[config.mk]
export PLATFORM = sky130hd
export DESIGN_NAME = i2c_bit_level_master
export DESIGN_NICKNAME = d
export VERILOG_FILES = /design/src/rtl/core/i2cbm_pkg.sv /design/src/rtl/core/i2cbm_seq.sv /design/src/rtl/core/i2cbm_skid.sv /design/src/rtl/core/i2c_bit_level_master.sv
export SDC_FILE = /design/constraint.sdc
export NUM_CORES = 1
export LEC_CHECK = 0
export ABC_AREA = 0
export BUFFER_PORTS_ARGS = -buffer_cell sky130_fd_sc_hd__buf_2
export CORE_UTILIZATION = 25
export DETAILED_ROUTE_END_ITERATION = 8
export SYNTH_ARGS = -nofsm -noshare
export SYNTH_HDL_FRONTEND = slang
export SYNTH_SLANG_ARGS = --single-unit
[constraint.sdc]
create_clock -name clock -period 10.15 [get_ports clock]
set_clock_uncertainty 0.2 [all_clocks]
set_input_delay 1.015 -clock clock [delete_from_list [all_inputs] [get_ports clock]]
set_output_delay 1.015 -clock clock [all_outputs]
set_load 0.005 [all_outputs]
[src/rtl/core/i2cbm_pkg.sv]
`timescale 1ns / 1ps
// ----------------------------------------------------------------------------
// i2cbm_pkg: shared types and constants of the I2C bit level master
// Word formats, command codes, sequencer phases and the line action of each
// phase.
// ----------------------------------------------------------------------------
package i2cbm_pkg;

   localparam int HOLD_COUNT_BITS = 16;
   localparam int HALF_STEP_BITS  = 16;

   localparam logic [HALF_STEP_BITS-1:0] HALF_STEP_RESET = HALF_STEP_BITS'(100);

   typedef logic [HOLD_COUNT_BITS-1:0] hold_type;

   localparam logic [32:0] HOLD_MAX = (33'd1 << HOLD_COUNT_BITS) - 33'd1;
   localparam hold_type    HOLD_ONE = HOLD_COUNT_BITS'(1);

   localparam logic [3:0] BITS_PER_BYTE = 4'd8;

   typedef enum logic [2:0] {
      OP_TICK  = 3'd0,
      OP_START = 3'd1,
      OP_STOP  = 3'd2,
      OP_WRITE = 3'd3,
      OP_READ  = 3'd4
   } op_type;

   typedef enum logic [4:0] {
      PH_IDLE        = 5'd0,
      PH_STA_SCL_LO  = 5'd1,
      PH_STA_SDA_HI  = 5'd2,
      PH_STA_SCL_HI  = 5'd3,
      PH_STA_SDA_LO  = 5'd4,
      PH_STA_SCL_END = 5'd5,
      PH_STO_SCL_LO  = 5'd6,
      PH_STO_SDA_LO  = 5'd7,
      PH_STO_SCL_HI  = 5'd8,
      PH_STO_SDA_HI  = 5'd9,
      PH_WR_SCL_LO   = 5'd10,
      PH_WR_SDA_BIT  = 5'd11,
      PH_WR_SCL_HI   = 5'd12,
      PH_WA_SCL_LO   = 5'd13,
      PH_WA_SDA_REL  = 5'd14,
      PH_WA_SCL_HI   = 5'd15,
      PH_WA_SCL_END  = 5'd16,
      PH_RD_SDA_REL  = 5'd17,
      PH_RD_SCL_LO   = 5'd18,
      PH_RD_SCL_HI   = 5'd19,
      PH_RA_SCL_LO   = 5'd20,
      PH_RA_SDA_SET  = 5'd21,
      PH_RA_SCL_HI   = 5'd22,
      PH_RA_SCL_END  = 5'd23,
      PH_RA_SDA_END  = 5'd24
   } phase_type;

   typedef enum logic [2:0] {
      LOP_SCL_LO   = 3'd0,
      LOP_SCL_HI   = 3'd1,
      LOP_SDA_LO   = 3'd2,
      LOP_SDA_HI   = 3'd3,
      LOP_SDA_BIT  = 3'd4,
      LOP_SDA_NAK  = 3'd5,
      LOP_SDA_NNAK = 3'd6
   } line_op_type;

   typedef struct packed {
      logic [2:0] operation;
      logic [7:0] data_byte;
      logic       last_read;
      logic       scl_sense;
      logic       sda_sense;
   } req_type;

   typedef struct packed {
      logic       scl_level;
      logic       sda_level;
      logic       busy_res;
      logic       done_res;
      logic [7:0] read_byte;
      logic       ack_seen;
      logic       refused;
   } rsp_type;

   function automatic line_op_type phase_op(input phase_type ph);
      line_op_type lop;
      unique case (ph)
         PH_STA_SDA_HI,
         PH_STO_SDA_HI,
         PH_WA_SDA_REL,
         PH_RD_SDA_REL: lop = LOP_SDA_HI;
         PH_STA_SCL_HI,
         PH_STO_SCL_HI,
         PH_WR_SCL_HI,
         PH_WA_SCL_HI,
         PH_RD_SCL_HI,
         PH_RA_SCL_HI:  lop = LOP_SCL_HI;
         PH_STA_SDA_LO,
         PH_STO_SDA_LO: lop = LOP_SDA_LO;
         PH_WR_SDA_BIT: lop = LOP_SDA_BIT;
         PH_RA_SDA_SET: lop = LOP_SDA_NAK;
         PH_RA_SDA_END: lop = LOP_SDA_NNAK;
         default:       lop = LOP_SCL_LO;
      endcase
      return lop;
   endfunction

   // clamp the programmed half step to what the hold counter can carry
   function automatic hold_type hold_limit(input logic [HALF_STEP_BITS-1:0] ticks);
      hold_type lim;
      if ({{(33-HALF_STEP_BITS){1'b0}}, ticks} > HOLD_MAX) begin
         lim = HOLD_COUNT_BITS'(HOLD_MAX);
      end else begin
         lim = HOLD_COUNT_BITS'(ticks);
      end
      return lim;
   endfunction

endpackage

[src/rtl/core/i2cbm_seq.sv]
`timescale 1ns / 1ps
// ----------------------------------------------------------------------------
// i2cbm_seq: phase sequencer of the I2C bit level master
// Holds the line state, hold counter and shift register; every stepped word
// moves the sequence by one tick and yields that tick's result word.
// ----------------------------------------------------------------------------
module i2cbm_seq (
   input  logic                                clock,
   input  logic                                reset,
   input  logic                                step,
   input  i2cbm_pkg::req_type                  req,
   input  logic                                csr_wr_en,
   input  logic [i2cbm_pkg::HALF_STEP_BITS-1:0] csr_wr_data,
   output i2cbm_pkg::rsp_type                  rsp
);
   import i2cbm_pkg::*;

   logic [HALF_STEP_BITS-1:0] half_step_ff;
   phase_type                 phase_ff, phase_in;
   hold_type                  hold_ff, hold_in;
   logic [3:0]                bit_count_ff, bit_count_in;
   logic [7:0]                shift_ff, shift_in;
   logic [7:0]                rx_byte_ff, rx_byte_in;
   logic                      nak_ff, nak_in;
   logic                      ack_ff, ack_in;
   logic                      scl_ff, scl_in;
   logic                      sda_ff, sda_in;

   logic                      enter;
   logic                      done;
   logic                      refused;
   logic                      is_cmd;
   hold_type                  hold_dec;
   logic [3:0]                bit_inc;
   logic [7:0]                shift_next;
   line_op_type               lop;

   assign is_cmd   = (req.operation == OP_START) || (req.operation == OP_STOP) ||
                     (req.operation == OP_WRITE) || (req.operation == OP_READ);
   assign hold_dec = hold_ff - HOLD_ONE;
   assign bit_inc  = bit_count_ff + 4'd1;

   // next state
   always_comb begin
      phase_in     = phase_ff;
      hold_in      = hold_ff;
      bit_count_in = bit_count_ff;
      shift_in     = shift_ff;
      rx_byte_in   = rx_byte_ff;
      nak_in       = nak_ff;
      ack_in       = ack_ff;
      enter        = 1'b0;
      done         = 1'b0;
      refused      = 1'b0;
      shift_next   = {shift_ff[6:0], 1'b0};
      if (phase_ff == PH_IDLE) begin
         if (is_cmd) begin
            bit_count_in = 4'd0;
            enter        = 1'b1;
            unique case (req.operation)
               OP_START: phase_in = PH_STA_SCL_LO;
               OP_STOP:  phase_in = PH_STO_SCL_LO;
               OP_WRITE: begin
                  phase_in = PH_WR_SCL_LO;
                  shift_in = req.data_byte;
               end
               default: begin
                  phase_in = PH_RD_SDA_REL;
                  shift_in = 8'd0;
                  nak_in   = req.last_read;
               end
            endcase
         end
      end else begin
         refused = is_cmd;
         priority if ((hold_ff != '0) && (hold_dec != '0)) begin
            hold_in = hold_dec;
         end else if ((phase_op(phase_ff) == LOP_SCL_HI) && !req.scl_sense) begin
            // SCL stretched by the slave: wait with the hold run out
            hold_in = '0;
         end else begin
            enter = 1'b1;
            unique case (phase_ff)
               PH_WR_SCL_HI: begin
                  shift_in     = shift_next;
                  bit_count_in = bit_inc;
                  phase_in     = (bit_inc < BITS_PER_BYTE) ? PH_WR_SCL_LO : PH_WA_SCL_LO;
               end
               PH_WA_SCL_HI: begin
                  ack_in   = !req.sda_sense;
                  phase_in = PH_WA_SCL_END;
               end
               PH_RD_SCL_HI: begin
                  shift_next   = {shift_ff[6:0], req.sda_sense};
                  shift_in     = shift_next;
                  bit_count_in = bit_inc;
                  if (bit_inc < BITS_PER_BYTE) begin
                     phase_in = PH_RD_SCL_LO;
                  end else begin
                     rx_byte_in = shift_next;
                     phase_in   = PH_RA_SCL_LO;
                  end
               end
               PH_STA_SCL_END,
               PH_STO_SDA_HI,
               PH_WA_SCL_END,
               PH_RA_SDA_END: begin
                  enter    = 1'b0;
                  done     = 1'b1;
                  phase_in = PH_IDLE;
                  hold_in  = '0;
               end
               default: phase_in = phase_type'(phase_ff + 5'd1);
            endcase
         end
      end
      if (enter) begin
         hold_in = hold_limit(half_step_ff);
      end
   end

   // line drive for the phase being entered
   always_comb begin
      scl_in = scl_ff;
      sda_in = sda_ff;
      lop    = phase_op(phase_in);
      if (enter) begin
         unique case (lop)
            LOP_SCL_LO:   scl_in = 1'b0;
            LOP_SCL_HI:   scl_in = 1'b1;
            LOP_SDA_LO:   sda_in = 1'b0;
            LOP_SDA_HI:   sda_in = 1'b1;
            LOP_SDA_BIT:  sda_in = shift_in[7];
            LOP_SDA_NAK:  sda_in = nak_in;
            LOP_SDA_NNAK: sda_in = !nak_in;
            default:      sda_in = sda_ff;
         endcase
      end
   end

   always_comb begin
      rsp.scl_level = scl_in;
      rsp.sda_level = sda_in;
      rsp.busy_res  = (phase_in != PH_IDLE);
      rsp.done_res  = done;
      rsp.read_byte = rx_byte_in;
      rsp.ack_seen  = ack_in;
      rsp.refused   = refused;
   end

   always_ff @(posedge clock) begin
      if (reset) begin
         half_step_ff <= HALF_STEP_RESET;
      end else if (csr_wr_en) begin
         half_step_ff <= csr_wr_data;
      end
   end

   always_ff @(posedge clock) begin
      if (reset) begin
         phase_ff     <= PH_IDLE;
         hold_ff      <= '0;
         bit_count_ff <= 4'd0;
         shift_ff     <= 8'd0;
         rx_byte_ff   <= 8'd0;
         nak_ff       <= 1'b0;
         ack_ff       <= 1'b0;
         scl_ff       <= 1'b1;
         sda_ff       <= 1'b1;
      end else if (step) begin
         phase_ff     <= phase_in;
         hold_ff      <= hold_in;
         bit_count_ff <= bit_count_in;
         shift_ff     <= shift_in;
         rx_byte_ff   <= rx_byte_in;
         nak_ff       <= nak_in;
         ack_ff       <= ack_in;
         scl_ff       <= scl_in;
         sda_ff       <= sda_in;
      end
   end

endmodule

[src/rtl/core/i2cbm_skid.sv]
`timescale 1ns / 1ps
// ----------------------------------------------------------------------------
// i2cbm_skid: result buffer of the I2C bit level master
// Output register plus one skid entry, so a new word is taken while a
// finished one still waits downstream.
// ----------------------------------------------------------------------------
module i2cbm_skid (
   input  logic               clock,
   input  logic               reset,
   input  logic               in_valid,
   output logic               in_stall,
   input  i2cbm_pkg::rsp_type in_word,
   output logic               out_valid,
   input  logic               out_stall,
   output i2cbm_pkg::rsp_type out_word
);
   import i2cbm_pkg::*;

   logic    out_valid_ff;
   logic    skid_valid_ff;
   rsp_type out_word_ff;
   rsp_type skid_word_ff;
   logic    push;
   logic    pop;

   assign in_stall  = skid_valid_ff;
   assign out_valid = out_valid_ff;
   assign out_word  = out_word_ff;
   assign push      = in_valid && !skid_valid_ff;
   assign pop       = out_valid_ff && !out_stall;

   always_ff @(posedge clock) begin
      if (reset) begin
         out_valid_ff  <= 1'b0;
         skid_valid_ff <= 1'b0;
      end else if (skid_valid_ff) begin
         if (pop) begin
            skid_valid_ff <= 1'b0;
         end
      end else if (push) begin
         if (!out_valid_ff || pop) begin
            out_valid_ff <= 1'b1;
         end else begin
            skid_valid_ff <= 1'b1;
         end
      end else if (pop) begin
         out_valid_ff <= 1'b0;
      end
   end

   always_ff @(posedge clock) begin
      if (skid_valid_ff) begin
         if (pop) begin
            out_word_ff <= skid_word_ff;
         end
      end else if (push) begin
         if (!out_valid_ff || pop) begin
            out_word_ff <= in_word;
         end else begin
            skid_word_ff <= in_word;
         end
      end
   end

endmodule

[src/rtl/core/i2c_bit_level_master.sv]
`timescale 1ns / 1ps
// ----------------------------------------------------------------------------
// i2c_bit_level_master: I2C master with phase sequencer and clock stretching
// Start, stop, write byte and read byte on SCL/SDA, paced by tick words.
// ----------------------------------------------------------------------------
//   channel | direction | handshake              | word
//   req     | in        | req_valid / req_stall  | i2cbm_pkg::req_type
//   rsp     | out       | rsp_valid / rsp_stall  | i2cbm_pkg::rsp_type
//   csr     | in        | csr_wr_en              | half step ticks, 16 bit
//
// One word per cycle while req_stall is low; each result is registered in the
// output register, or in the skid entry while a stalled word is held there.
// The sequencer step is a single pass from state registers to the result.
// Reset returns to idle with both lines released and half step 100.
// req_stall rises only once both result entries are held by rsp_stall.
// ----------------------------------------------------------------------------
module i2c_bit_level_master (
   input  logic                                clock,
   input  logic                                reset,
   input  logic                                req_valid,
   output logic                                req_stall,
   input  i2cbm_pkg::req_type                  req_word,
   output logic                                rsp_valid,
   input  logic                                rsp_stall,
   output i2cbm_pkg::rsp_type                  rsp_word,
   input  logic                                csr_wr_en,
   input  logic [i2cbm_pkg::HALF_STEP_BITS-1:0] csr_wr_data
);
   import i2cbm_pkg::*;

   logic    step;
   rsp_type step_rsp;

   assign step = req_valid && !req_stall;

   i2cbm_seq u_seq (
      .clock       (clock),
      .reset       (reset),
      .step        (step),
      .req         (req_word),
      .csr_wr_en   (csr_wr_en),
      .csr_wr_data (csr_wr_data),
      .rsp         (step_rsp)
   );

   i2cbm_skid u_skid (
      .clock     (clock),
      .reset     (reset),
      .in_valid  (step),
      .in_stall  (req_stall),
      .in_word   (step_rsp),
      .out_valid (rsp_valid),
      .out_stall (rsp_stall),
      .out_word  (rsp_word)
   );

`ifndef ASSERT_OFF
   a_stall_needs_result : assert property (@(posedge clock) disable iff (reset)
      req_stall |-> rsp_valid)
      else $error("input stalled with no result pending");

   a_done_is_idle : assert property (@(posedge clock) disable iff (reset)
      step && step_rsp.done_res |-> !step_rsp.busy_res)
      else $error("command finished while still busy");

   a_reset_empty : assert property (@(posedge clock)
      reset |=> !rsp_valid && !req_stall)
      else $error("result buffer not empty after reset");

   a_refuse_keeps_busy : assert property (@(posedge clock) disable iff (reset)
      step && step_rsp.refused |-> step_rsp.busy_res || step_rsp.done_res)
      else $error("refused command outside a busy sequence");
`endif

endmodule

Word level (Yosys, flattened, before mapping)
Memories as Yosys holds them, arrays and structs flattened. A register that Yosys moved wholly into a read port is not among the register bits.
Index checks and enable logic that the tools add are counted.
{ "totals": {"register_bits": 91, "mem_bits_ro": 192, "in_bits": 35, "output_inout_bits": 16, "mem_count": 2} }
{ "op_classes": {"addsub": 3, "n_lt_le_gt_ge": 1, "n_eq_ne": 25, "n_mux": 65, "bitwise_logic": 2, "reduce_logical": 36} }
{ "mem_list": {"columns": ["memory", "words", "width", "rd", "rd_ports_with_merged_regs", "write_ports", "line", "text"], "rows": [
  ["(name not given)", 32, 3, 1, 0, 0, "i2cbm_pkg.sv:87", "unique case (ph)"],
  ["(name not given)", 32, 3, 1, 1, 0, "i2cbm_pkg.sv:87", null]
]} }
{ "op_table": {"columns": ["operator", "n"], "rows": [
  ["16-bit 2-to-1 mux", 5],
  ["8-bit 2-to-1 mux", 9],
  ["14-bit 2-to-1 mux", 4],
  ["8-bit one-hot mux with 2 select lines", 2],
  ["16-bit nonzero test", 2],
  ["5-bit 2-to-1 mux", 6],
  ["1-bit 2-to-1 mux", 26],
  ["4-bit 2-to-1 mux", 5],
  ["5-bit one-hot mux with 4 select lines", 1],
  ["16-bit by 1-bit subtractor with 16-bit output, second input constant", 1],
  ["5-bit by 4-bit equality test with 1-bit output, second input constant", 3],
  ["5-bit equality test, second input constant", 3],
  ["5-bit one-hot mux with 3 select lines", 1],
  ["3-bit by 2-bit equality test with 1-bit output, second input constant", 4],
  ["3-bit equality test, second input constant", 4],
  ["3-bit 2-to-1 mux", 4],
  ["3-bit AND reduction", 4],
  ["3-bit by 1-bit equality test with 1-bit output, second input constant", 3],
  ["2-bit by 1-bit != test with 1-bit output, second input constant", 4],
  ["2-bit nonzero test", 4],
  ["1-bit zero test", 6],
  ["2-bit != test, second input constant", 3],
  ["6-bit AND reduction", 1],
  ["5-bit by 1-bit adder with 5-bit output, second input constant", 1],
  ["other kinds (17)", 26]
]} }

Logic depth before layout (Yosys ltp)
An unclocked memory read counts as a cell.
{ "logic_depth": {"ltp_word": 17, "depth_mapped": 16} }

Modules after synthesis
Synthesis repeated with hierarchy kept, for this count alone.
{ "hier_totals": {"hier_cells": 600, "hier_area_um2": 5517.8} }
{ "by_module_without_submodules": {"columns": ["module", "instances", "cells_each", "area_each_um2", "seq_area_each_um2"], "rows": [
  ["i2cbm_seq", 1, 543, 4356.7, 1281.2],
  ["i2cbm_skid", 1, 56, 1147.4, 880.8],
  ["i2c_bit_level_master", 1, 1, 13.8, 0.0]
]} }

Worst setup path before layout
OpenSTA, ideal clock, no wires.
{ "synth_path": {"kind": "reg2reg", "start": "reg u_seq.hold_ff[0]", "end": "reg u_skid.out_word_ff (netlist bit u_skid.out_word[13]), data pin", "setup_ps": 266, "arrival_ps": 3971, "required_ps": 9684, "setup_slack_ps": 5713, "path_stages_with_launch": 16, "path_buffers": 0, "period_less_slack_ps": 4437, "cell_sequence": "dfxtp_1 > inv_1 > ha_1 > or4b_4 > o31a_1 > nor4_4 > a41oi_4 > mux2_2 > and2_1 > inv_1 > ha_1 > or3_1 > o2111a_2 > nor4_2 > mux2i_1 > o21ai_1"} }
{ "synth_between": {"elab_chain_cells": 12, "word_cells_on_any_way": 16, "classes_between": "1 x add/sub; 1 x eq/ne; 9 x mux; 4 x reduce/logical; 1 x memory"} }
{ "synth_lines": {"columns": ["item", "line", "text"], "rows": [
  ["from (decl)", "i2cbm_seq.sv:20", "hold_type hold_ff, hold_in;"],
  ["from (signal assigned)", "i2cbm_seq.sv:172", "hold_ff <= hold_in;"],
  ["16-bit by 1-bit subtractor with 16-bit output", "i2cbm_seq.sv:40", "assign hold_dec = hold_ff - HOLD_ONE;"],
  ["16-bit nonzero test", "i2cbm_seq.sv:76", "priority if ((hold_ff != '0) && (hold_dec != '0)) begin"],
  ["1-bit logical AND *", "i2cbm_seq.sv:76", null],
  ["5-bit 2-to-1 mux *", "i2cbm_seq.sv:76", null],
  ["5-bit 2-to-1 mux *", "i2cbm_seq.sv:56", "if (phase_ff == PH_IDLE) begin"],
  ["net u_seq.phase_in[0]", "i2cbm_seq.sv:19", "phase_type phase_ff, phase_in;"],
  ["memory read 32 x 3 bit *", null, null],
  ["3-bit by 1-bit equality test with 1-bit output / 3-bit zero test (equally long branches)", "i2cbm_seq.sv:128", "unique case (lop)"],
  ["1-bit one-hot mux with 2 select lines *", "i2cbm_seq.sv:128", null],
  ["1-bit 2-to-1 mux *", "i2cbm_seq.sv:127", "if (enter) begin"],
  ["14-bit 2-to-1 mux *", "i2cbm_skid.sv:57", "if (!out_valid_ff || pop) begin"],
  ["14-bit 2-to-1 mux *", "i2cbm_skid.sv:56", "end else if (push) begin"],
  ["14-bit 2-to-1 mux *", "i2cbm_skid.sv:52", "if (skid_valid_ff) begin"],
  ["to (signal assigned)", "i2cbm_skid.sv:54", "out_word_ff <= skid_word_ff;"],
  ["to (signal assigned)", "i2cbm_skid.sv:58", "out_word_ff <= in_word;"],
  ["to (decl)", "i2cbm_skid.sv:21", "rsp_type out_word_ff;"]
]} }
The timed path passes the listed nets; every way through them passes the cells marked *. The select of a mux whose other input is x is not followed.
A chain may end at the register's enable or synchronous reset.

Worst setup path after layout
{ "layout_path": {"start": "reg u_seq.hold_ff[1]", "end": "reg u_skid.out_word_ff (netlist bit u_skid.out_word[13]), data pin"} }
Same word-level chain as after synthesis.

==> results.ini <==
[outcome]
status=finished, final reports clean

[synth]
syn_area_um2=5370
synth.area.top_cells=dfxtp_1 25%, edfxtp_1 16%, nor2_1 7.1%
ys_async_sr_fraction=0
syn_inst=602
yosys-top-cells-count=101 x nor2_1, 66 x dfxtp_1, 34 x nor3_1
synth-edff-count=28
synth_nets=654
synth_top_area_cell=dfxtp_1
avgSynthCellArea_um2=8.92
ys_ff_latch=94
ys_seq_area_frac=0.402
ys_warn_count=0
yosysMostFrequentCell=nor2_1
synthFlopType=dfxtp_1
ys_types=75
synth_top_area_share=0.246

[clock_network]
clk_pin_slew_ns=0.07
cts_buffers=9
ctsRootBufferMaster=clkbuf_16
clock_latency_ns=0.35
cts-hold-fix-buffers=0
cts_resized=0
h-tree-depth=3
clockBufferDepth=2
cts_sinks=94
cts_tree=built
postCtsSetupRepairBufs=0

[critical_path]
slowest_delay_ns=0.53
crit_path_max_fanout=9
critPathLaunchType=register
critical-path-top-delay-family=simple AND/OR/NAND/NOR gates
cp.required_ns=10.03
critPathSlowestCell=or4b_4
path_cells=inv_1, ha_1, or4b_4, o31a_1, nor4_4, a41oi_4, mux2_2, and2_1, inv_1, ha_1, a211o_1, o2111a_2, nor4_2, mux2i_1, o21ai_1
critPathBufInv=2
cp.arrival_ns=4.73
crit_type=register to register
endpoint_kind=register

[timing]
tightest_slew_ns=1.12
slew_headroom=0.253
setup_viol=0
final_max_slew_viol_count=0
fmax_ghz=0.206
hold_viol_final=0
setup_tns_ns=0
rsz0062_at_grt=no
period_share=0.478
min_period_ns=4.85

[route]
wire_per_inst_um=14.0
vias=4490
wirelength_um=12800
drt_first_pass_iters=5
ant_nets=0
vias_per_cell=4.91
drc=0
initialDrtViolationCount=319

[finish]
diodes=0
final_layout_size_suffix_gt1_frac=0.177
nets=687
fillers=2230
area_growth_pct=14.7
finalInstanceArea_um2=6160
final_cells=915
post-route-util=0.293

[global_route]
grt_max_degree=65
grt_pass1_wl_um=21100
grt_pass1_vias=4090
grt_overflow_total=0
globalRouteTotalUtil=0.119
antenna_found_initial=0

[place]
gp_congestion=0.870
place_area_um2=5870
dp_cells=899
port_buffers=50
dpl.hpwl_um=9100

[power_and_ir_drop]
powerDensity_nw_per_um2=194
ir_worst_vdd_mv=0.103
switchingPower_uw=441
clockPowerShare=0.278
p_leak_uw=0.00233
switching_share=0.368
pwr-share-comb=0.338
seqPwrFrac=0.383
intPower_uw=755

[die]
die_w_um=149
core_area_um2=21000
start_util=0.256
die-area_um2=22100
rows=53
fp.dieH_um=149
ios=51

[hold_path]
hp-class=register to register

[flow_run]
drv_cap=0

-- stage by stage --
stage	power, uW	hold WS, ns	setup WS [ns]
finish	1200	0.262	5.30
detailed placement	865	0.255	5.33
CTS	1200	0.265	5.30
global placement	864	0.246	5.42
global route	1270	0.294	4.92
floorplan	772	0.237	5.71
-- final cells by class --
cell class | instances | area [um^2] | share of cell area
clock buffers | 9 | 225 | 0.0365
clock inverters | 7 | 63.8 | 0.0104
inverters | 14 | 52.6 | 0.00853
multi-input cells | 461 | 3030 | 0.491
flip-flops and latches | 94 | 2160 | 0.351
well taps | 275 | 344 | 0.0558
repair buffers | 55 | 288 | 0.0467
-- worst min-delay path: cells and delay by family, from the launching register on --
family | cells | cell delay [ns]
DFF | 1 | 0.31
AOI/OAI and AO/OA | 1 | 0.05
and+or+nand+nor | 1 | 0.05
-- registers in the layout, summed over array words and instances (netlist names), named ones only --
name and flops:
u_seq.ack_ff 1, u_seq.bit_count_ff 4, u_seq.half_step_ff 16, u_seq.hold_ff 16
u_seq.nak_ff 1, u_seq.phase_ff 5, u_seq.rx_byte_ff 8, u_seq.scl_ff 1
u_seq.sda_ff 1, u_seq.shift_ff 8, u_skid.in_stall 1, u_skid.out_valid 1
u_skid.out_word 14, u_skid.skid_word_ff 14
-- power by group through the flow --
stage	sequential, uW	clock (uW)	combinational, uW
after floorplan	452	0	320
after global placement	466	0	399
after detailed placement	466	0	399
after CTS	458	344	402
after global routing	464	359	449
final	459	333	404
-- final timing paths --
check | end | from | cells past startpoint | slack (ns)
worst max-delay path | u_skid.out_word[13] | u_seq.hold_ff[1] | 15 | 5.30
worst min-delay path | u_seq.ack_ff | u_seq.ack_ff | 2 | 0.26
worst max register to register | u_skid.out_word[13] | u_seq.hold_ff[1] | 15 | 5.30
worst min register to register | u_seq.ack_ff | u_seq.ack_ff | 2 | 0.26
-- layout by cell type (no fill, tap or decap), types with 3 or more instances in the layout --
| master | synthesis | routed |
|---|---|---|
| mux2i_1 | 24 | 24 |
| nor2_1 | 101 | 101 |
| a211o_1 | 7 | 7 |
| edfxtp_1 | 28 | 28 |
| inv_1 | 14 | 14 |
| nor4_1 | 5 | 5 |
| nand3_1 | 10 | 10 |
| xnor2_1 | 9 | 9 |
| a211oi_1 | 17 | 17 |
| a31oi_1 | 3 | 3 |
| nand4_1 | 8 | 8 |
| or3_1 | 7 | 7 |
| xor2_1 | 4 | 4 |
| o31ai_1 | 4 | 4 |
| ha_1 | 17 | 17 |
| a21o_1 | 3 | 3 |
| and3_1 | 6 | 6 |
| nand2_1 | 32 | 32 |
| buf_4 | 0 | 5 |
| o21ai_0 | 20 | 20 |
| nand2b_1 | 8 | 8 |
| nor3b_1 | 3 | 3 |
| buf_2 | 1 | 50 |
| or2_2 | 4 | 4 |
| nor3_1 | 34 | 34 |
| nor2b_1 | 10 | 9 |
| a21oi_1 | 33 | 33 |
| nand3b_1 | 3 | 3 |
| a22oi_1 | 8 | 8 |
| nor4b_1 | 3 | 3 |
| a21boi_0 | 3 | 3 |
| a32oi_1 | 3 | 3 |
| and2_1 | 3 | 3 |
| dfxtp_1 | 66 | 66 |
| clkbuf_16 | 0 | 9 |
| o21ai_1 | 3 | 3 |
| mux2_2 | 21 | 21 |
-- metal layers --
| metal | routed length (um) | track usage | part of all wire | vias to the layer above |
|---|---|---|---|---|
| li1 | - | - | - | 2276 |
| met1 | 6480 | 0.168 | 0.51 | 2100 |
| met4 | 118 | 0.0304 | 0.0092 | 0 |
| met5 | 0 | 0 | 0 | - |
| met2 | 5630 | 0.184 | 0.44 | 102 |
| met3 | 572 | 0.0233 | 0.045 | 12 |
-- cells by family (layout without fill, tap and decap cells) --
| group | after synthesis | in the layout | synth area share |
|---|---|---|---|
| and+or+nand+nor | 250 | 250 | 0.233 |
| AOI/OAI and AO/OA | 135 | 135 | 0.178 |
| DFF | 94 | 94 | 0.402 |
| buffers and inverters | 47 | 85 | 0.0345 |
| muxes | 46 | 46 | 0.0913 |
| adders and majority gates | 17 | 17 | 0.0396 |
| xor gates and xnor gates | 13 | 13 | 0.0212 |
Note: power is estimated with default switching activity, not from simulation.
